`src/sv/mrp_pkg.sv`:
```
// Package for the motion report pacer: phase encoding, report identifiers,
// register indexes, the key map configuration struct and fixed limits.
// No dependencies.
`default_nettype none

package mrp_pkg;

	// Number of key positions examined when the shortcut mask is built.
	localparam int NUM_KEYS = 6;

	localparam int KEY_WIDTH    = 6;
	localparam int AXIS_WIDTH   = 16;
	localparam int TIME_WIDTH   = 32;
	localparam int MASK_WIDTH   = 32;
	localparam int CFG_IDX_W    = 3;
	localparam int CFG_DATA_W   = 8;
	localparam int KILL_W       = 4;
	localparam int COUNT_W      = 8;

	// A group is treated as still once this many all-zero motion reports went out.
	localparam logic [COUNT_W-1:0] STILL_LIMIT = 8'd3;
	localparam logic [COUNT_W-1:0] COUNT_MAX   = 8'd255;

	typedef enum logic [1:0] {
		PH_INIT   = 2'd0,
		PH_IDLE   = 2'd1,
		PH_MOTION = 2'd2,
		PH_KEYS   = 2'd3
	} phase_t;

	typedef enum logic [1:0] {
		RID_NONE   = 2'd0,
		RID_MOTION = 2'd1,
		RID_SPARE  = 2'd2,
		RID_KEYS   = 2'd3
	} report_id_t;

	typedef enum logic [CFG_IDX_W-1:0] {
		CFG_INTERVAL   = 3'd0,
		CFG_KEY_R      = 3'd1,
		CFG_KEY_L      = 3'd2,
		CFG_KEY_TWO    = 3'd3,
		CFG_KEY_ONE    = 3'd4,
		CFG_KILL_ROT   = 3'd5,
		CFG_KILL_TRANS = 3'd6,
		CFG_UNUSED     = 3'd7
	} cfg_index_t;

	// Key map settings handed to the mask builder.
	typedef struct packed {
		logic [7:0]        key_r_bit;
		logic [7:0]        key_l_bit;
		logic [7:0]        key_two_bit;
		logic [7:0]        key_one_bit;
		logic [KILL_W-1:0] kill_rot_index;
		logic [KILL_W-1:0] kill_trans_index;
	} keycfg_t;

endpackage

`default_nettype wire

```
`src/sv/motion_report_pacer.sv`:
```
// Top level of the motion report pacer: input register, pacing state machine,
// result register and configuration registers. Depends on mrp_pkg and mrp_keymap.
`default_nettype none

// Channel   | Signals                                  | Direction
// ----------+------------------------------------------+----------
// poll in   | in_valid, in_stall, now_ms, axes, keys   | into block
// report    | out_valid, out_stall, sent .. key_mask   | out of block
// config    | cfg_we, cfg_index, cfg_data              | into block
//
// Every poll word gives exactly one report word. A word that is accepted is
// held in the input register, evaluated against the pacing state and moved
// into the result register when that register advances, so one word can be
// taken in every cycle while the report side does not stall.
// The input register keeps taking words while the result register is full and
// stalled, until it is occupied itself. Reset returns the state machine to its
// initial phase and loads the configuration defaults; it needs no sweep.

module motion_report_pacer
	import mrp_pkg::*;
(
	input  wire logic                          clk,
	input  wire logic                          arst_n,

	input  wire logic                          in_valid,
	output logic                               in_stall,
	input  wire logic        [TIME_WIDTH-1:0]  now_ms,
	input  wire logic signed [AXIS_WIDTH-1:0]  move_x,
	input  wire logic signed [AXIS_WIDTH-1:0]  move_y,
	input  wire logic signed [AXIS_WIDTH-1:0]  move_z,
	input  wire logic signed [AXIS_WIDTH-1:0]  turn_x,
	input  wire logic signed [AXIS_WIDTH-1:0]  turn_y,
	input  wire logic signed [AXIS_WIDTH-1:0]  turn_z,
	input  wire logic        [KEY_WIDTH-1:0]   keys_pressed,

	output logic                               out_valid,
	input  wire logic                          out_stall,
	output logic                               sent,
	output logic             [1:0]             report_id,
	output logic signed      [AXIS_WIDTH-1:0]  out_move_x,
	output logic signed      [AXIS_WIDTH-1:0]  out_move_y,
	output logic signed      [AXIS_WIDTH-1:0]  out_move_z,
	output logic signed      [AXIS_WIDTH-1:0]  out_turn_x,
	output logic signed      [AXIS_WIDTH-1:0]  out_turn_y,
	output logic signed      [AXIS_WIDTH-1:0]  out_turn_z,
	output logic             [MASK_WIDTH-1:0]  key_mask,

	input  wire logic                          cfg_we,
	input  wire logic        [CFG_IDX_W-1:0]   cfg_index,
	input  wire logic        [CFG_DATA_W-1:0]  cfg_data
);

	// Configuration registers.
	logic [7:0] interval_q;
	keycfg_t    keycfg_q;

	// Input register.
	logic                         valid_s1;
	logic        [TIME_WIDTH-1:0] now_s1;
	logic signed [AXIS_WIDTH-1:0] move_x_s1, move_y_s1, move_z_s1;
	logic signed [AXIS_WIDTH-1:0] turn_x_s1, turn_y_s1, turn_z_s1;
	logic        [KEY_WIDTH-1:0]  keys_s1;

	// Pacing state.
	phase_t                 phase_q, phase_d;
	logic [TIME_WIDTH-1:0]  last_q, last_d;
	logic [COUNT_W-1:0]     still_move_q, still_move_d;
	logic [COUNT_W-1:0]     still_turn_q, still_turn_d;
	logic [MASK_WIDTH-1:0]  prev_mask_q, prev_mask_d;

	// Result register.
	logic                         out_valid_q;
	logic                         sent_q;
	report_id_t                   report_id_q;
	logic signed [AXIS_WIDTH-1:0] o_mx_q, o_my_q, o_mz_q, o_tx_q, o_ty_q, o_tz_q;
	logic        [MASK_WIDTH-1:0] key_mask_q;

	// Combinational results for the word in the input register.
	logic                  sent_c;
	report_id_t            report_id_c;
	logic                  axes_on_c;
	logic                  mask_on_c;

	logic                  advance;
	logic                  in_accept;
	logic [MASK_WIDTH-1:0] mask;
	logic                  move_zero, turn_zero;
	logic                  motion_pending, mask_changed;
	logic [TIME_WIDTH-1:0] gap, pulled_time, last_eff;
	logic                  pulled, due;

	// The result register moves on when it is empty or being taken.
	assign advance   = !out_valid_q || !out_stall;
	assign in_stall  = valid_s1 && !advance;
	assign in_accept = in_valid && !in_stall;

	always_ff @(posedge clk or negedge arst_n) begin
		if (!arst_n) begin
			interval_q                <= 8'd8;
			keycfg_q.key_r_bit        <= 8'd0;
			keycfg_q.key_l_bit        <= 8'd1;
			keycfg_q.key_two_bit      <= 8'd2;
			keycfg_q.key_one_bit      <= 8'd3;
			keycfg_q.kill_rot_index   <= 4'd4;
			keycfg_q.kill_trans_index <= 4'd5;
		end else if (cfg_we) begin
			unique case (cfg_index_t'(cfg_index))
				CFG_INTERVAL:   interval_q                <= cfg_data;
				CFG_KEY_R:      keycfg_q.key_r_bit        <= cfg_data;
				CFG_KEY_L:      keycfg_q.key_l_bit        <= cfg_data;
				CFG_KEY_TWO:    keycfg_q.key_two_bit      <= cfg_data;
				CFG_KEY_ONE:    keycfg_q.key_one_bit      <= cfg_data;
				CFG_KILL_ROT:   keycfg_q.kill_rot_index   <= cfg_data[KILL_W-1:0];
				CFG_KILL_TRANS: keycfg_q.kill_trans_index <= cfg_data[KILL_W-1:0];
				CFG_UNUSED: begin
				end
			endcase
		end
	end

	always_ff @(posedge clk or negedge arst_n) begin
		if (!arst_n) begin
			valid_s1 <= 1'b0;
		end else if (in_accept) begin
			valid_s1 <= 1'b1;
		end else if (advance) begin
			valid_s1 <= 1'b0;
		end
	end

	always_ff @(posedge clk) begin
		if (in_accept) begin
			now_s1    <= now_ms;
			move_x_s1 <= move_x;
			move_y_s1 <= move_y;
			move_z_s1 <= move_z;
			turn_x_s1 <= turn_x;
			turn_y_s1 <= turn_y;
			turn_z_s1 <= turn_z;
			keys_s1   <= keys_pressed;
		end
	end

	mrp_keymap u_keymap (
		.cfg  (keycfg_q),
		.keys (keys_s1),
		.mask (mask)
	);

	assign move_zero = move_x_s1 == '0 && move_y_s1 == '0 && move_z_s1 == '0;
	assign turn_zero = turn_x_s1 == '0 && turn_y_s1 == '0 && turn_z_s1 == '0;

	// Motion keeps going while either group has not yet sent three still reports or the word carries motion.
	assign motion_pending = still_move_q < STILL_LIMIT || still_turn_q < STILL_LIMIT
		|| !move_zero || !turn_zero;
	assign mask_changed   = mask != prev_mask_q;

	// Due check. When the gap has grown beyond twice the interval the send time
	// is pulled up to one interval behind now, which also makes the report due.
	assign gap         = now_s1 - last_q;
	assign pulled      = gap > TIME_WIDTH'({interval_q, 1'b0});
	assign pulled_time = now_s1 - TIME_WIDTH'(interval_q);
	assign due         = pulled || gap >= TIME_WIDTH'(interval_q);
	assign last_eff    = pulled ? pulled_time : last_q;

	// Next-state logic.
	always_comb begin
		phase_d      = phase_q;
		last_d       = last_q;
		still_move_d = still_move_q;
		still_turn_d = still_turn_q;
		prev_mask_d  = prev_mask_q;
		unique case (phase_q)
			PH_INIT: begin
				last_d  = now_s1;
				phase_d = PH_IDLE;
			end
			PH_IDLE: begin
				priority if (motion_pending) begin
					phase_d = PH_MOTION;
				end else if (mask_changed) begin
					phase_d = PH_KEYS;
				end else if (due) begin
					// Nothing to say: keep the send time one interval behind now.
					last_d = pulled_time;
				end else begin
					last_d = last_q;
				end
			end
			PH_MOTION: begin
				if (due) begin
					last_d = last_eff + TIME_WIDTH'(interval_q);
					if (!move_zero) begin
						still_move_d = '0;
					end else if (still_move_q != COUNT_MAX) begin
						still_move_d = still_move_q + 1'b1;
					end
					if (!turn_zero) begin
						still_turn_d = '0;
					end else if (still_turn_q != COUNT_MAX) begin
						still_turn_d = still_turn_q + 1'b1;
					end
					phase_d = mask_changed ? PH_KEYS : PH_IDLE;
				end
			end
			PH_KEYS: begin
				if (due) begin
					last_d      = last_eff + TIME_WIDTH'(interval_q);
					prev_mask_d = mask;
					phase_d     = PH_IDLE;
				end
			end
		endcase
	end

	// Output logic.
	always_comb begin
		sent_c      = 1'b0;
		report_id_c = RID_NONE;
		axes_on_c   = 1'b0;
		mask_on_c   = 1'b0;
		unique case (phase_q)
			PH_INIT, PH_IDLE: begin
			end
			PH_MOTION: begin
				if (due) begin
					sent_c      = 1'b1;
					report_id_c = RID_MOTION;
					axes_on_c   = 1'b1;
				end
			end
			PH_KEYS: begin
				if (due) begin
					sent_c      = 1'b1;
					report_id_c = RID_KEYS;
					mask_on_c   = 1'b1;
				end
			end
		endcase
	end

	always_ff @(posedge clk or negedge arst_n) begin
		if (!arst_n) begin
			phase_q      <= PH_INIT;
			last_q       <= '0;
			still_move_q <= '0;
			still_turn_q <= '0;
			prev_mask_q  <= '0;
			out_valid_q  <= 1'b0;
		end else if (advance) begin
			out_valid_q <= valid_s1;
			if (valid_s1) begin
				phase_q      <= phase_d;
				last_q       <= last_d;
				still_move_q <= still_move_d;
				still_turn_q <= still_turn_d;
				prev_mask_q  <= prev_mask_d;
			end
		end
	end

	always_ff @(posedge clk) begin
		if (advance && valid_s1) begin
			sent_q      <= sent_c;
			report_id_q <= report_id_c;
			o_mx_q      <= axes_on_c ? move_x_s1 : '0;
			o_my_q      <= axes_on_c ? move_y_s1 : '0;
			o_mz_q      <= axes_on_c ? move_z_s1 : '0;
			o_tx_q      <= axes_on_c ? turn_x_s1 : '0;
			o_ty_q      <= axes_on_c ? turn_y_s1 : '0;
			o_tz_q      <= axes_on_c ? turn_z_s1 : '0;
			key_mask_q  <= mask_on_c ? mask : '0;
		end
	end

	assign out_valid  = out_valid_q;
	assign sent       = sent_q;
	assign report_id  = report_id_q;
	assign out_move_x = o_mx_q;
	assign out_move_y = o_my_q;
	assign out_move_z = o_mz_q;
	assign out_turn_x = o_tx_q;
	assign out_turn_y = o_ty_q;
	assign out_turn_z = o_tz_q;
	assign key_mask   = key_mask_q;

endmodule

`default_nettype wire

```
`src/sv/mrp_keymap.sv`:
```
// Shortcut mask builder: turns the pressed keys into a 32-bit mask.
// Depends on mrp_pkg.
`default_nettype none

module mrp_keymap
	import mrp_pkg::*;
(
	input  wire keycfg_t                 cfg,
	input  wire logic [KEY_WIDTH-1:0]    keys,
	output logic      [MASK_WIDTH-1:0]   mask
);

	logic [15:0] keys_ext;
	logic [7:0]  bit_sel [NUM_KEYS];

	// Key positions beyond the input width read as released.
	assign keys_ext = 16'(keys);

	always_comb begin
		for (int i = 0; i < NUM_KEYS; i++) begin
			if (i == 0) begin
				bit_sel[i] = cfg.key_r_bit;
			end else if (i == 1) begin
				bit_sel[i] = cfg.key_l_bit;
			end else if (i == 2) begin
				bit_sel[i] = cfg.key_two_bit;
			end else if (i == 3) begin
				bit_sel[i] = cfg.key_one_bit;
			end else begin
				// Keys past the fourth land on bit zero.
				bit_sel[i] = 8'd0;
			end
		end
	end

	always_comb begin
		mask = '0;
		for (int i = 0; i < NUM_KEYS; i++) begin
			if (keys_ext[i] && cfg.kill_rot_index != KILL_W'(i)
					&& cfg.kill_trans_index != KILL_W'(i)
					&& bit_sel[i] < 8'd32) begin
				mask = mask | (MASK_WIDTH'(1) << bit_sel[i][4:0]);
			end
		end
	end

endmodule

`default_nettype wire
```
`config.mk`:
```
export PLATFORM = sky130hd
export DESIGN_NAME = motion_report_pacer
export DESIGN_NICKNAME = d
export VERILOG_FILES = /design/src/sv/mrp_pkg.sv /design/src/sv/motion_report_pacer.sv /design/src/sv/mrp_keymap.sv
export SDC_FILE = /design/constraint.sdc
export NUM_CORES = 1
export LEC_CHECK = 0
export BUFFER_PORTS_ARGS = -buffer_cell sky130_fd_sc_hd__buf_4
export CORE_MARGIN = 2
export CORE_UTILIZATION = 49
export CTS_BUF_LIST = sky130_fd_sc_hd__clkbuf_8
export DETAILED_ROUTE_END_ITERATION = 16
export PLACE_DENSITY = 0.8
export SYNTH_ARGS = -nofsm -noshare
export SYNTH_HDL_FRONTEND = slang
export SYNTH_SLANG_ARGS = --single-unit
```
`constraint.sdc`:
```
create_clock -name clk -period 22.9 [get_ports clk]
set_input_delay 2.29 -clock clk [delete_from_list [all_inputs] [get_ports clk]]
set_output_delay 2.29 -clock clk [all_outputs]
set_load 0.05 [all_outputs]
```
==> results by group <==
Synth
  – Mapped Avg Cell Area: 10.5 sq um
  – Commonest register cell after synthesis: edfxtp_1
  – Cells after synthesis: 2111
  – Syn nets: 2334
  – Yosys top cell by area: edfxtp_1
  – FF+latch count, synth: 397
  – Synth top area cells: edfxtp_1 36%, dfrtp_1 14%, ha_1 4.0%
  – Number of library cell types mapped by synthesis: 94
  – Number of flops mapped to enable cells by yosys: 265
  – Synth async-reset ratio: 33.2%
  – Share of the synthesized area in the top cell type: 35.9%
  – Synth warn: 0
  – Area of the mapped netlist: 22200 sq um
  – Seq/Total Area, Yosys: 50.8%

Final layout
  – Fin nets: 2613
  – Layout cell share with drive strength beyond 1: 20.4%
  – Cell area after layout: 26200 sq um
  – Layout area overhead: 18.0%
  – Final non-filler cell total: 3036
  – Most frequent cells in the layout: 306 x buf_4, 265 x edfxtp_1, 162 x nor2_1
  – Commonest non-fill, non-tap cell in the layout: buf_4

Worst setup path
  – CP Data Required Time: 23.43 ns
  – Crit-path most repeated cell: a21oi_1
  – Reg-to-Reg Start: now_s1[0]$_DFFE_PP_
  – Worst R2R Path Depth: 32
  – Worst R2R End: last_q[22]$_DFFE_PN0P_
  – Arr. time, crit path: 9.69 ns
  – Crit-path max FO: 30
  – R2R Setup Slk: 13.74 ns
  – Setup CP Type: reg2reg
  – Critical-path top delay cell: nor4_1
  – Critical path's largest stage delay: 1.06 ns
  – Crit. End Element: register
  – Startpoint types: register

Global route
  – Gr usage total: 27.2%
  – Initial antenna violation count: 0
  – Largest net degree at the start of global routing: 102
  – First-pass GRT wire length: 99700 um
  – Global route overflow: 0
  – Vias in the first global route: 17901

STA
  – Final setup vio count: 0
  – Tightest Pin Transition: 1.33 ns
  – Slew HR: 10.5%
  – Post-layout min period: 9.16 ns
  – Worst Skew: 0.0492 ns
  – Fmax: 0.109 GHz
  – Setup TNS: 0 ns
  – Setup WS post-layout: 13.74 ns
  – Final hold viol count: 0
  – Pins Over Slew Limit: 0
  – RSZ-0062 raised after global routing: no
  – Period utilization: 40.0%

Hold path
  – Hold-critical path depth: 2
  – Hold Crit Class: reg2reg
  – Sink of the worst hold path: prev_mask_q[29]$_DFFE_PN0P_
  – Min-delay src: prev_mask_q[29]$_DFFE_PN0P_

Drt
  – Via density: 6.05
  – Iter 0 DRT Violations: 1746
  – ANT nets after route: 0
  – First-pass detailed-route iteration total: 6
  – DR DRC count: 0
  – Vias: 18356
  – DRT Wirelength: 64400 um
  – WL per Instance: 21.2 um

Floorplan
  – Rows: 77
  – Die area: 47000 sq um
  – Die Height: 217 um
  – Ports: 283
  – Initial core utilization: 49.9%
  – Core area: 44400 sq um
  – Die W: 217 um

Placement
  – Place WS: 13.91 ns
  – Port bufs: 282
  – Cells after DPL: 2910
  – DP Area: 24800 sq um
  – Detail Placement HPWL: 47900 um
  – GP Congestion: 0.964

CTS
  – Clock-pin slew on the worst setup and hold paths: 0.07 ns
  – Root Driver: clkbuf_8
  – H-tree depth: 3
  – Hold_buf cts: 0
  – Clock latency on the worst-skew pair: 0.66 ns
  – Post_cts resized: 0
  – Clock Path Buffers: 3
  – Clk sink count: 397
  – CTS tree: built
  – CTS Buf Count: 70
  – Post-CTS Setup Inserts: 0

Run
  – Max_cap viols: 0

Power and ir drop
  – Pleak: 10.1 nW
  – PwrDens: 105 nW/um^2
  – Peak VDD IR: 0.0780 mV
  – Overall Power: 2.74 mW

Outcome
  – Status: completed
## cells in the mapped netlist (9+ instances only)
cell      number
and2_1       112
or4_1         14
a221oi_1      19
nand4b_1      11
mux2i_1       18
o22ai_1       32
nor4b_1       13
nand3_1       77
nor4_1        53
o21a_1        16
a31oi_1       14
or4b_2         9
a21oi_1       87
edfxtp_1     265
nor3_1        76
o21ai_0      112
dfrtp_1      124
nand4_1       35
ha_1          70
mux2_2        51
a211oi_1      22
or3_1         16
o211ai_1      13
nand3b_1      10
nor2_1       163
buf_2         13
nand2_1      156
inv_1         68
xor2_1        26
o31ai_1       27
and3_1        14
clkbuf_1      76
a21o_1        15
xnor2_1       89
nand2b_1      16
nor2b_1       14
## flip-flops by register name, indices dropped and copies added (netlist names), 32 cells and up
signal and flops:
key_mask 32, keycfg_q 40, last_q 32, now_s1 32, prev_mask_q 32
## metal layers
layer  part of all wire (%)  wire, um  GRT usage [%]
met5                      0         0              0
met4                    3.9      2490           11.6
met3                    7.1      4600           4.65
met2                     48     31100           46.2
met1                     41     26200           34.4
## cell families after synthesis
group,count (synthesis),share of synthesized area [%]
AO/OA/AOI/OAI,459,13.9
XOR/XNOR,115,4.54
adder cells (fa/ha/maj),73,4.22
buffers and inverters,170,3.04
flip-flops,397,50.8
multiplexers,72,3.61
AND/OR/NAND/NOR,825,19.8
## per-stage QoR
stage / util [%] / hold WS, ns
2_1_floorplan: - / 0.457
3_3_place_gp: 55.9 / 0.475
3_5_place_dp: 55.9 / 0.491
4_1_cts: 58.9 / 0.503
5_1_grt: 58.9 / 0.521
6_report: 58.9 / 0.499
## power by group
part           switching [mW]  internal, mW  total (mW)
sequential             0.0821         0.882       0.964
clock                   0.296         0.324       0.619
combinational           0.739         0.417        1.16
## critical path, delay by kind of cell, from the launching register on
| family | cells | cell delay, ns |
|---|---|---|
| and+or+nand+nor | 11 | 3.82 |
| AOI/OAI and AO/OA | 13 | 3.19 |
| adders and majority gates | 5 | 1.34 |
| DFF | 1 | 0.36 |
| xor gates and xnor gates | 1 | 0.18 |
| buffers and inverters | 2 | 0.15 |
## area by class of cell
cell class / instances / area (sq um)
antenna: 1 / 2.50
clock buffer: 77 / 1060
clock inverter: 48 / 254
fill: 3686 / 18300
inverter: 70 / 268
multi-input combinational: 1544 / 10300
sequential: 397 / 11300
tap: 592 / 741
timing repair buffer: 307 / 2310
## how the worst max path moves through the flow
stage | depth (start not counted) | end | slack, ns | startpoint
3_3_place_gp | 33 | last_q[30]$_DFFE_PN0P_ | 14.23 | now_s1[0]$_DFFE_PP_
2_1_floorplan | 34 | last_q[30]$_DFFE_PN0P_ | 14.89 | now_s1[4]$_DFFE_PP_
4_1_cts | 32 | last_q[22]$_DFFE_PN0P_ | 13.88 | now_s1[0]$_DFFE_PP_
5_1_grt | 32 | last_q[22]$_DFFE_PN0P_ | 13.08 | now_s1[0]$_DFFE_PP_
6_report | 32 | last_q[22]$_DFFE_PN0P_ | 13.74 | now_s1[0]$_DFFE_PP_
3_5_place_dp | 32 | last_q[22]$_DFFE_PN0P_ | 13.91 | now_s1[0]$_DFFE_PP_
(Power assumes the default switching activity.)
